## config.mk

```make
export PLATFORM = sky130hd
export DESIGN_NAME = first_fit_heap_allocator
export DESIGN_NICKNAME = d
export VERILOG_FILES = /design/src/hw/rtl/ffa_pkg.sv /design/src/hw/rtl/ffa_cell.sv /design/src/hw/rtl/first_fit_heap_allocator.sv
export SDC_FILE = /design/constraint.sdc
export NUM_CORES = 2
export LEC_CHECK = 0
export BUFFER_PORTS_ARGS = -buffer_cell sky130_fd_sc_hd__buf_2
export CELL_PAD_IN_SITES_DETAIL_PLACEMENT = 0
export CELL_PAD_IN_SITES_GLOBAL_PLACEMENT = 1
export CORE_UTILIZATION = 40
export DETAILED_ROUTE_END_ITERATION = 10
export PLACE_DENSITY = 0.61
export SYNTH_ARGS = -nofsm -noshare
export SYNTH_HDL_FRONTEND = slang
export SYNTH_SLANG_ARGS = --single-unit
```

## constraint.sdc

```tcl
create_clock -name clk -period 5.2 [get_ports clk]
set_input_delay 0.26 -clock clk [delete_from_list [all_inputs] [get_ports clk]]
set_output_delay 0.26 -clock clk [all_outputs]
set_load 0.005 [all_outputs]
```

## src/hw/rtl/ffa_pkg.sv

```systemverilog
// Shared constants, result codes and cell control types of the first-fit allocator.
package ffa_pkg;

    localparam int MAX_BLOCKS_DEF = 64;
    localparam int HEAP_BYTES_DEF = 65536;
    localparam int HEADER_BYTES   = 16;
    localparam int ALIGN_BYTES    = 8;   // power of two

    localparam int SIZE_W   = 16;
    localparam int NEED_W   = SIZE_W + 1;
    localparam int ADDR_W   = 16;
    localparam int STATUS_W = 3;
    localparam int LIMIT_W  = 17;
    localparam int LIMIT_RST = 65536;
    localparam int ADDR_MAX = 65535;

    localparam logic OP_ALLOC = 1'b0;
    localparam logic OP_FREE  = 1'b1;

    localparam logic [STATUS_W-1:0] ST_OK      = 3'd0;
    localparam logic [STATUS_W-1:0] ST_OOM     = 3'd1;
    localparam logic [STATUS_W-1:0] ST_FULL    = 3'd2;
    localparam logic [STATUS_W-1:0] ST_NULL    = 3'd3;
    localparam logic [STATUS_W-1:0] ST_UNKNOWN = 3'd4;

    typedef enum logic [1:0] {
        CELL_HOLD,
        CELL_TAKE_RIGHT,
        CELL_TAKE_LEFT
    } cell_sel_t;

    typedef struct packed {
        cell_sel_t sel;
        logic      kill;
    } cell_ctl_t;

endpackage

```

## src/hw/rtl/ffa_cell.sv

```systemverilog
// One block-table entry of the allocator's cell row.
module ffa_cell #(
    parameter int AW = $clog2(ffa_pkg::HEAP_BYTES_DEF + 1)
) (
    input  logic              clk,
    input  ffa_pkg::cell_ctl_t ctl,
    input  logic [AW-1:0]     right_start,
    input  logic [AW-1:0]     right_bytes,
    input  logic              right_free,
    input  logic              right_keep,
    input  logic [AW-1:0]     left_start,
    input  logic [AW-1:0]     left_bytes,
    input  logic              left_free,
    input  logic              left_keep,
    output logic [AW-1:0]     start,
    output logic [AW-1:0]     bytes,
    output logic              free,
    output logic              keep
);

    logic [AW-1:0] start_reg, start_next;
    logic [AW-1:0] bytes_reg, bytes_next;
    logic          free_reg, free_next;
    logic          keep_reg, keep_next;

    always_comb
    begin
        unique case (ctl.sel)
            ffa_pkg::CELL_TAKE_RIGHT:
            begin
                start_next = right_start;
                bytes_next = right_bytes;
                free_next  = right_free;
                keep_next  = right_keep;
            end
            ffa_pkg::CELL_TAKE_LEFT:
            begin
                start_next = left_start;
                bytes_next = left_bytes;
                free_next  = left_free;
                keep_next  = left_keep;
            end
            default:
            begin
                start_next = start_reg;
                bytes_next = bytes_reg;
                free_next  = free_reg;
                keep_next  = keep_reg;
            end
        endcase
        // drop the entry that was just absorbed by its successor
        if (ctl.kill)
        begin
            keep_next = 1'b0;
        end
    end

    always_ff @(posedge clk)
    begin
        start_reg <= start_next;
        bytes_reg <= bytes_next;
        free_reg  <= free_next;
        keep_reg  <= keep_next;
    end

    assign start = start_reg;
    assign bytes = bytes_reg;
    assign free  = free_reg;
    assign keep  = keep_reg;

endmodule

```

## src/hw/rtl/first_fit_heap_allocator.sv

```systemverilog
// Top level of the first-fit allocator: sequencer and the rotating row of table cells.
//
//  channel   dir  handshake        payload
//  s_*       in   tvalid/tready    tuser[0] opcode; tdata[15:0] alloc_size, [31:16] free_address
//  m_*       out  tvalid/tready    tdata[15:0] address, [18:16] status, [23:19] zero
//  cfg_*     in   cfg_wr_en        cfg_wr_data: heap_limit
//
// Allocate: one rotation of the row, then the result is posted.
// Free: three row passes (search, coalesce, compaction), then the result is posted.
// Null free: no row pass, the result is posted directly. The row rotation takes one entry at the head per cycle.
// Reset empties the table (count and heap top to zero); the cells hold no reset.
// A result waits in the output register; the next beat is taken while it waits,
// and the sequencer only stalls when a second result is ready before the first leaves.
module first_fit_heap_allocator #(
    parameter int MAX_BLOCKS = ffa_pkg::MAX_BLOCKS_DEF,
    parameter int HEAP_BYTES = ffa_pkg::HEAP_BYTES_DEF
) (
    input  logic        clk,
    input  logic        rst_n,
    input  logic        s_tvalid,
    output logic        s_tready,
    input  logic [31:0] s_tdata,    // alloc_size [15:0], free_address [31:16]
    input  logic [0:0]  s_tuser,    // opcode [0]
    output logic        m_tvalid,
    input  logic        m_tready,
    output logic [23:0] m_tdata,    // address [15:0], status [18:16], zero [23:19]
    input  logic        cfg_wr_en,
    input  logic [ffa_pkg::LIMIT_W-1:0] cfg_wr_data
);

    localparam int AW   = $clog2(HEAP_BYTES + 1);
    localparam int CNTW = $clog2(MAX_BLOCKS + 1);
    localparam int CW   = ((AW > ffa_pkg::LIMIT_W) ? AW : ffa_pkg::LIMIT_W) + 2;

    localparam logic [2:0] S_IDLE  = 3'd0;
    localparam logic [2:0] S_ALLOC = 3'd1;
    localparam logic [2:0] S_FIND  = 3'd2;
    localparam logic [2:0] S_MERGE = 3'd3;
    localparam logic [2:0] S_PACK  = 3'd4;
    localparam logic [2:0] S_DONE  = 3'd5;

    logic [2:0]      state_reg, state_next;
    logic [CNTW-1:0] step_reg, step_next;
    logic [CNTW-1:0] count_reg, count_next;
    logic [CNTW-1:0] merges_reg, merges_next;
    logic            found_reg, found_next;
    logic            prev_ok_reg, prev_ok_next;
    logic [AW-1:0]   heap_top_reg, heap_top_next;
    logic [ffa_pkg::LIMIT_W-1:0] limit_reg;
    logic [ffa_pkg::NEED_W-1:0]  need_reg, need_next;
    logic [ffa_pkg::ADDR_W-1:0]  faddr_reg, faddr_next;
    logic [ffa_pkg::ADDR_W-1:0]  res_reg, res_next;
    logic [ffa_pkg::STATUS_W-1:0] status_reg, status_next;
    logic            out_valid_reg, out_valid_next;
    logic [ffa_pkg::ADDR_W-1:0]  out_addr_reg, out_addr_next;
    logic [ffa_pkg::STATUS_W-1:0] out_status_reg, out_status_next;

    // cell row, index 0 is the head
    logic [AW-1:0] c_start [MAX_BLOCKS];
    logic [AW-1:0] c_bytes [MAX_BLOCKS];
    logic          c_free  [MAX_BLOCKS];
    logic          c_keep  [MAX_BLOCKS];
    logic [AW-1:0] tail_start, tail_bytes;
    logic          tail_free, tail_keep;
    logic          merge_kill;
    logic [MAX_BLOCKS-2:0] swap;

    logic            step_last, in_range, fit, append_now, match, merge_now;
    logic            found_any, room, load;
    logic [CW-1:0]   lim, end_addr, top_hdr, head_addr;
    logic [ffa_pkg::NEED_W-1:0] need_in;

    assign s_tready  = (state_reg == S_IDLE);
    assign step_last = (step_reg == CNTW'(MAX_BLOCKS - 1));
    assign in_range  = (step_reg < count_reg);

    // round the request up to the alignment
    assign need_in = ffa_pkg::NEED_W'(((ffa_pkg::NEED_W'(s_tdata[15:0])
                     + ffa_pkg::NEED_W'(ffa_pkg::ALIGN_BYTES - 1)) / ffa_pkg::ALIGN_BYTES)
                     * ffa_pkg::ALIGN_BYTES);

    assign lim = (CW'(limit_reg) < CW'(HEAP_BYTES)) ? CW'(limit_reg) : CW'(HEAP_BYTES);
    assign top_hdr  = CW'(heap_top_reg) + CW'(ffa_pkg::HEADER_BYTES);
    assign end_addr = top_hdr + CW'(need_reg);
    assign room     = (end_addr <= lim) && (top_hdr <= CW'(ffa_pkg::ADDR_MAX));
    assign head_addr = CW'(c_start[0]) + CW'(ffa_pkg::HEADER_BYTES);

    assign fit        = (state_reg == S_ALLOC) && in_range && !found_reg && c_free[0]
                        && (CW'(c_bytes[0]) >= CW'(need_reg));
    assign append_now = (state_reg == S_ALLOC) && (step_reg == count_reg) && !found_reg
                        && room;
    assign match      = (state_reg == S_FIND) && in_range && !found_reg
                        && (head_addr == CW'(faddr_reg));
    assign merge_now  = (state_reg == S_MERGE) && in_range && prev_ok_reg && c_free[0];
    assign found_any  = found_reg || fit || match;
    assign load       = (state_reg == S_DONE) && (!out_valid_reg || m_tready);

    always_comb
    begin
        state_next    = state_reg;
        step_next     = step_reg;
        count_next    = count_reg;
        merges_next   = merges_reg;
        found_next    = found_reg;
        prev_ok_next  = prev_ok_reg;
        heap_top_next = heap_top_reg;
        need_next     = need_reg;
        faddr_next    = faddr_reg;
        res_next      = res_reg;
        status_next   = status_reg;
        tail_start    = c_start[0];
        tail_bytes    = c_bytes[0];
        tail_free     = c_free[0];
        tail_keep     = c_keep[0];
        merge_kill    = 1'b0;

        unique case (state_reg)
            S_IDLE:
            begin
                if (s_tvalid)
                begin
                    need_next   = need_in;
                    faddr_next  = s_tdata[31:16];
                    step_next   = '0;
                    found_next  = 1'b0;
                    res_next    = '0;
                    status_next = ffa_pkg::ST_OK;
                    if (s_tuser[0] == ffa_pkg::OP_ALLOC)
                    begin
                        state_next = S_ALLOC;
                    end
                    else if (s_tdata[31:16] == '0)
                    begin
                        status_next = ffa_pkg::ST_NULL;
                        state_next  = S_DONE;
                    end
                    else
                    begin
                        state_next = S_FIND;
                    end
                end
            end
            S_ALLOC:
            begin
                if (fit)
                begin
                    tail_free  = 1'b0;
                    found_next = 1'b1;
                    res_next   = ffa_pkg::ADDR_W'(head_addr);
                end
                else if (append_now)
                begin
                    tail_start = heap_top_reg;
                    tail_bytes = AW'(need_reg);
                    tail_free  = 1'b0;
                end
                step_next = step_reg + 1'b1;
                if (step_last)
                begin
                    step_next  = '0;
                    state_next = S_DONE;
                    if (!found_any)
                    begin
                        if (count_reg == CNTW'(MAX_BLOCKS))
                        begin
                            status_next = ffa_pkg::ST_FULL;
                        end
                        else if (!room)
                        begin
                            status_next = ffa_pkg::ST_OOM;
                        end
                        else
                        begin
                            count_next    = count_reg + 1'b1;
                            heap_top_next = AW'(end_addr);
                            res_next      = ffa_pkg::ADDR_W'(top_hdr);
                        end
                    end
                end
            end
            S_FIND:
            begin
                if (match)
                begin
                    tail_free  = 1'b1;
                    found_next = 1'b1;
                end
                step_next = step_reg + 1'b1;
                if (step_last)
                begin
                    step_next    = '0;
                    prev_ok_next = 1'b0;
                    merges_next  = '0;
                    if (found_any)
                    begin
                        state_next = S_MERGE;
                    end
                    else
                    begin
                        status_next = ffa_pkg::ST_UNKNOWN;
                        state_next  = S_DONE;
                    end
                end
            end
            S_MERGE:
            begin
                // the entry pushed last cycle sits in the last cell
                if (merge_now)
                begin
                    tail_start  = c_start[MAX_BLOCKS-1];
                    tail_bytes  = AW'(CW'(c_bytes[MAX_BLOCKS-1]) + CW'(c_bytes[0])
                                  + CW'(ffa_pkg::HEADER_BYTES));
                    tail_free   = 1'b1;
                    tail_keep   = 1'b1;
                    merge_kill  = 1'b1;
                    merges_next = merges_reg + 1'b1;
                end
                else
                begin
                    tail_keep = in_range;
                end
                prev_ok_next = in_range && c_free[0] && !merge_now;
                step_next    = step_reg + 1'b1;
                if (step_last)
                begin
                    step_next  = '0;
                    count_next = count_reg - merges_next;
                    state_next = S_PACK;
                end
            end
            S_PACK:
            begin
                step_next = step_reg + 1'b1;
                if (step_last)
                begin
                    step_next  = '0;
                    state_next = S_DONE;
                end
            end
            S_DONE:
            begin
                if (load)
                begin
                    state_next = S_IDLE;
                end
            end
            default:
            begin
                state_next = S_IDLE;
            end
        endcase
    end

    // odd-even transposition: move kept entries ahead of dropped ones, order held
    always_comb
    begin
        for (int k = 0; k < MAX_BLOCKS - 1; k++)
        begin
            swap[k] = (state_reg == S_PACK) && ((k % 2) == int'(step_reg[0]))
                      && !c_keep[k] && c_keep[k+1];
        end
    end

    genvar g;
    generate
        for (g = 0; g < MAX_BLOCKS; g++)
        begin : g_cell
            ffa_pkg::cell_ctl_t ctl;
            logic [AW-1:0] r_start, r_bytes, l_start, l_bytes;
            logic          r_free, r_keep, l_free, l_keep;
            logic          take_r, take_l;

            if (g == MAX_BLOCKS - 1)
            begin : g_tail
                assign r_start = tail_start;
                assign r_bytes = tail_bytes;
                assign r_free  = tail_free;
                assign r_keep  = tail_keep;
                assign take_r  = 1'b0;
            end
            else
            begin : g_body
                assign r_start = c_start[g+1];
                assign r_bytes = c_bytes[g+1];
                assign r_free  = c_free[g+1];
                assign r_keep  = c_keep[g+1];
                assign take_r  = swap[g];
            end

            if (g == 0)
            begin : g_head
                assign l_start = c_start[g];
                assign l_bytes = c_bytes[g];
                assign l_free  = c_free[g];
                assign l_keep  = c_keep[g];
                assign take_l  = 1'b0;
            end
            else
            begin : g_left
                assign l_start = c_start[g-1];
                assign l_bytes = c_bytes[g-1];
                assign l_free  = c_free[g-1];
                assign l_keep  = c_keep[g-1];
                assign take_l  = swap[g-1];
            end

            always_comb
            begin
                ctl.kill = merge_kill && (g == MAX_BLOCKS - 2);
                priority if ((state_reg == S_ALLOC) || (state_reg == S_FIND)
                             || (state_reg == S_MERGE) || take_r)
                begin
                    ctl.sel = ffa_pkg::CELL_TAKE_RIGHT;
                end
                else if (take_l)
                begin
                    ctl.sel = ffa_pkg::CELL_TAKE_LEFT;
                end
                else
                begin
                    ctl.sel = ffa_pkg::CELL_HOLD;
                end
            end

            ffa_cell #(
                .AW (AW)
            ) u_cell (
                .clk         (clk),
                .ctl         (ctl),
                .right_start (r_start),
                .right_bytes (r_bytes),
                .right_free  (r_free),
                .right_keep  (r_keep),
                .left_start  (l_start),
                .left_bytes  (l_bytes),
                .left_free   (l_free),
                .left_keep   (l_keep),
                .start       (c_start[g]),
                .bytes       (c_bytes[g]),
                .free        (c_free[g]),
                .keep        (c_keep[g])
            );
        end
    endgenerate

    // output register: hold the result until the beat is taken
    always_comb
    begin
        out_valid_next  = out_valid_reg;
        out_addr_next   = out_addr_reg;
        out_status_next = out_status_reg;
        if (m_tvalid && m_tready)
        begin
            out_valid_next = 1'b0;
        end
        if (load)
        begin
            out_valid_next  = 1'b1;
            out_addr_next   = res_reg;
            out_status_next = status_reg;
        end
    end

    always_ff @(posedge clk or negedge rst_n)
    begin
        if (!rst_n)
        begin
            state_reg     <= S_IDLE;
            step_reg      <= '0;
            count_reg     <= '0;
            merges_reg    <= '0;
            found_reg     <= 1'b0;
            prev_ok_reg   <= 1'b0;
            heap_top_reg  <= '0;
            limit_reg     <= ffa_pkg::LIMIT_W'(ffa_pkg::LIMIT_RST);
            out_valid_reg <= 1'b0;
        end
        else
        begin
            state_reg     <= state_next;
            step_reg      <= step_next;
            count_reg     <= count_next;
            merges_reg    <= merges_next;
            found_reg     <= found_next;
            prev_ok_reg   <= prev_ok_next;
            heap_top_reg  <= heap_top_next;
            out_valid_reg <= out_valid_next;
            if (cfg_wr_en)
            begin
                limit_reg <= cfg_wr_data;
            end
        end
    end

    always_ff @(posedge clk)
    begin
        need_reg       <= need_next;
        faddr_reg      <= faddr_next;
        res_reg        <= res_next;
        status_reg     <= status_next;
        out_addr_reg   <= out_addr_next;
        out_status_reg <= out_status_next;
    end

    assign m_tvalid = out_valid_reg;
    assign m_tdata  = {5'b0, out_status_reg, out_addr_reg};

`ifndef SYNTHESIS
    a_count_bound: assert property (@(posedge clk) disable iff (!rst_n)
        count_reg <= CNTW'(MAX_BLOCKS))
        else $error("block count above table depth");

    a_fail_zero_addr: assert property (@(posedge clk) disable iff (!rst_n)
        (out_valid_reg && (out_status_reg != ffa_pkg::ST_OK)) |-> (out_addr_reg == '0))
        else $error("failed request carries an address");

    a_top_grows: assert property (@(posedge clk) disable iff (!rst_n)
        heap_top_reg >= $past(heap_top_reg))
        else $error("heap top moved down");

    a_merge_bound: assert property (@(posedge clk) disable iff (!rst_n)
        (state_reg == S_MERGE) |-> (merges_reg <= count_reg))
        else $error("more merges than blocks");

    a_top_limit: assert property (@(posedge clk) disable iff (!rst_n)
        CW'(heap_top_reg) <= CW'(HEAP_BYTES))
        else $error("heap top beyond arena");
`endif

endmodule
```

==> summary.txt <==
Timing
  • RSZ-0062 raised after global routing: no
  • Final Max Slew Viols: 0
  • Hold Vio Cnt, Final: 0
  • Slew @ Worst Pin: 1002 ps
  • Post-route minimum period: 4881 ps
  • Final setup violating endpoints: 0
  • Setup Skew: 51.19 ps
  • Fmax achieved: 204.9 MHz
  • Max-slew headroom: 0.3258
  • Setup TNS Final: 0 ps
  • Final period utilization: 0.9387

Global routing
  • M1 GR Usage: 0.2588
  • First-pass GRT wire length: 367600 µm
  • Number of global-route vias before repair: 56110
  • Total grt overflow: 0
  • Largest net degree at the start of global routing: 59
  • GR Layer Usage met2: 0.2841
  • Gr busiest metal: met2
  • GR Util met3: 0.03347
  • GRT Overall Usage: 0.1812
  • Initial antenna violation count: 7

Worst setup path
  • Worst setup EP type: flop
  • Req. time, crit path: 5830 ps
  • R2R cell count: 22
  • Crit-path max FO: 4
  • CP max stage delay: 370 ps
  • Crit-path leading delay family: compound AO/OA/AOI/OAI gates
  • R2r endpoint: g_cell[63].u_cell.bytes[8]
  • Critical-path top delay cell: dfrtp_1
  • Startpoint Class: flop
  • Worst path cell trace: nand3_2 -> inv_1 -> and3_2 -> nand2_1 -> nor2_2 -> xor2_2 -> ha_1 -> a211o_1 -> a211oi_1 -> a21oi_1 -> xor2_1 -> ha_1 -> nand4_1 -> nor3_2 -> nor3b_2 -> a31oi_1 -> buf_4 -> a211oi_4 -> buf_4 -> mux2_2 -> a221oi_1 -> a21oi_1
  • WS Path Type: flop to flop
  • WP buf/inv: 3
  • R2R setup slack: 320 ps
  • RR Startpoint: heap_top_reg[8]
  • Worst EP arrival: 5510 ps

Synthesis
  • Compound-Gate Fraction of Synth Area: 0.01637
  • Flops & latches, synth: 2430
  • Seq/Total Area, Yosys: 0.6862
  • Post-synth ARST share: 0.02387
  • Synth unique cells: 78
  • EDFF count, synth: 2371
  • Yosys warning count: 0
  • Post-synth top cells: edfxtp_1, mux2_2, clkbuf_1
  • Synth Area in Simple Gates: 0.02905
  • Post-synthesis xor/xnor area fraction: 0.006687
  • Adder-cell share of the synthesized area: 0.01144
  • Largest family of logic cells by synthesized area: multiplexers
  • Ranking of synthesized cells by area: edfxtp_1, mux2_2, dfrtp_1
  • Post-Syn Area: 105900 µm²
  • Top_reg_cell synth: edfxtp_1
  • Yosys top cell area share: 0.6723
  • Post-Synthesis Cells: 6046
  • Yosys top cell by area: edfxtp_1
  • Mux contribution to synthesized area: 0.2367
  • Most common cell in the netlist: edfxtp_1
  • Mean post-synth cell area: 17.52 µm²

Floorplanning
  • Die area: 266800 µm²
  • # IOs: 81
  • Initial Util: 0.4031
  • Die height: 516.6 µm
  • Core Footprint: 262700 µm²
  • Site Rows: 188
  • Die width: 516.6 µm

Cells and area
  • Post-route cell area: 120400 µm²
  • P&R area growth vs syn: 13.71%
  • Nets: 6531
  • Register area: 72670 µm²
  • Area taken by multi-input logic gates: 31950 µm²
  • Non-Filler Instances: 10090
  • Share of cells above drive strength 1: 0.4374
  • Fillers: 22870
  • Core Util, Final: 0.4583

Outcome
  • Status: completed

Clock network
  • Sink Count: 2430
  • Clock tree from TritonCTS: built
  • CTS Root Cell: clkbuf_16
  • CTS H-tree lvls: 5
  • Clk buf depth: 4
  • Clock latency on the worst-skew pair: 920 ps
  • Clock slew at reported path FFs: 60 ps
  • Num CTS Buffers: 286

Drt
  • Routed WL: 243300 µm
  • Initial DRT Pass Iterations: 5
  • Vias: 53270
  • Final ANT Viol Nets: 0
  • 1st-iter DRT viols: 3877
  • DR WL/cell: 24.13 µm
  • Mean number of vias per cell: 5.281
  • DRC errors left: 0

Placement
  • Dpl cells: 9528
  • GPL Wtd Cong: 0.8658
  • Placed inst area: 111200 µm²
  • Port Buffers: 75
  • HPWL Detailed: 171100 µm

Power and ir drop
  • Static leakage power: 41.54 nW
  • Pwr dens: 713.7 nW/µm²
  • Tot Pwr: 85.95 mW
  • Maximum VDD drop: 394.5 µV

Hold path
  • Hold crit path type: input port to async pin

Job
  • Max Cap Violations: 0
worst reg2reg max path, delay by kind of cell (launching register included):
family,cells,cell delay (ps)
AOI/OAI and AO/OA,7,1300
and+or+nand+nor,7,1140
adders and majority gates,2,600
xor gates and xnor gates,2,450
buffers and inverters,3,430
DFF,1,370
muxes,1,320
through the flow:
stage	worst slack, ps	hold WS [ps]
after global placement	116.7	423.6
after detailed placement	90.95	414.0
after CTS	33.44	16.62
final	318.5	83.04
after floorplan	653.3	-35.59
after global routing	0.07860	54.09
worst max-delay path by stage:
stage	startpoint	end	slack, ps	cells past startpoint
floorplan	heap_top_reg[6]	res_reg[10]	650	21
global placement	heap_top_reg[6]	g_cell[63].u_cell.bytes[10]	120	22
detailed placement	heap_top_reg[4]	g_cell[63].u_cell.bytes[12]	90	20
CTS	heap_top_reg[4]	g_cell[63].u_cell.start[16]	30	21
global route	heap_top_reg[8]	g_cell[63].u_cell.bytes[12]	0.08	21
finish	heap_top_reg[8]	g_cell[63].u_cell.bytes[8]	320	22
report_power, final:
part           internal (mW)  switching [mW]  total, mW
clock                   10.7            7.64       18.3
combinational           10.2            11.5       21.7
sequential              38.4            7.48       45.9
cell type report:
class,instances,area share
multi-input combinational,3252,0.2653
clock inverter,109,0.006203
antenna,2,0.00004156
sequential,2430,0.6035
clock buffer,367,0.06337
inverter,56,0.001746
tap,3515,0.03652
timing repair buffer,355,0.02335
cells in the final DEF, fill, tap and decap left out, drive strengths merged, types with 7 or more instances in the layout:
cell type	instances
nand2b	7
a31oi	8
o211ai	9
xor2	36
a211o	7
buf	278
xnor2	42
o31ai	18
ha	92
nand4	28
and2	63
nand3	98
nor2	87
and3	16
or3	9
nor3	26
nand2	123
nor4	11
clkbuf	367
a21o	8
dlygate4sd3	77
a221oi	15
dfrtp	57
clkinv	94
o21ai	91
inv	60
a21oi	66
nand3b	65
nor2b	11
nor3b	10
mux2i	25
mux2	2201
a211oi	13
edfxtp	2371
bufinv	8
timing repair:
action / 4_1_cts / 5_1_grt
gates resized for setup: 0 / 15
setup endpoints to repair: 0 / 74
hold endpoints to repair: 117 / 0
setup buffers: 0 / 3
hold buffers: 77 / 0
per-layer routing:
layer,part of all wire,vias to the layer above
li1,-,24360
met3,0.046,372
met5,0,-
met2,0.46,983
met1,0.47,27560
met4,0.021,0
logic make-up (layout without fill, tap and decap cells):
kind of cell,Yosys count,count (layout)
muxes,2226,2226
AOI/OAI and AO/OA,275,275
DFF,2430,2430
other,1,7
xor gates and xnor gates,79,79
adders and majority gates,95,95
and+or+nand+nor,572,572
buffers and inverters,368,887
Power figures use the tool's default switching activity.
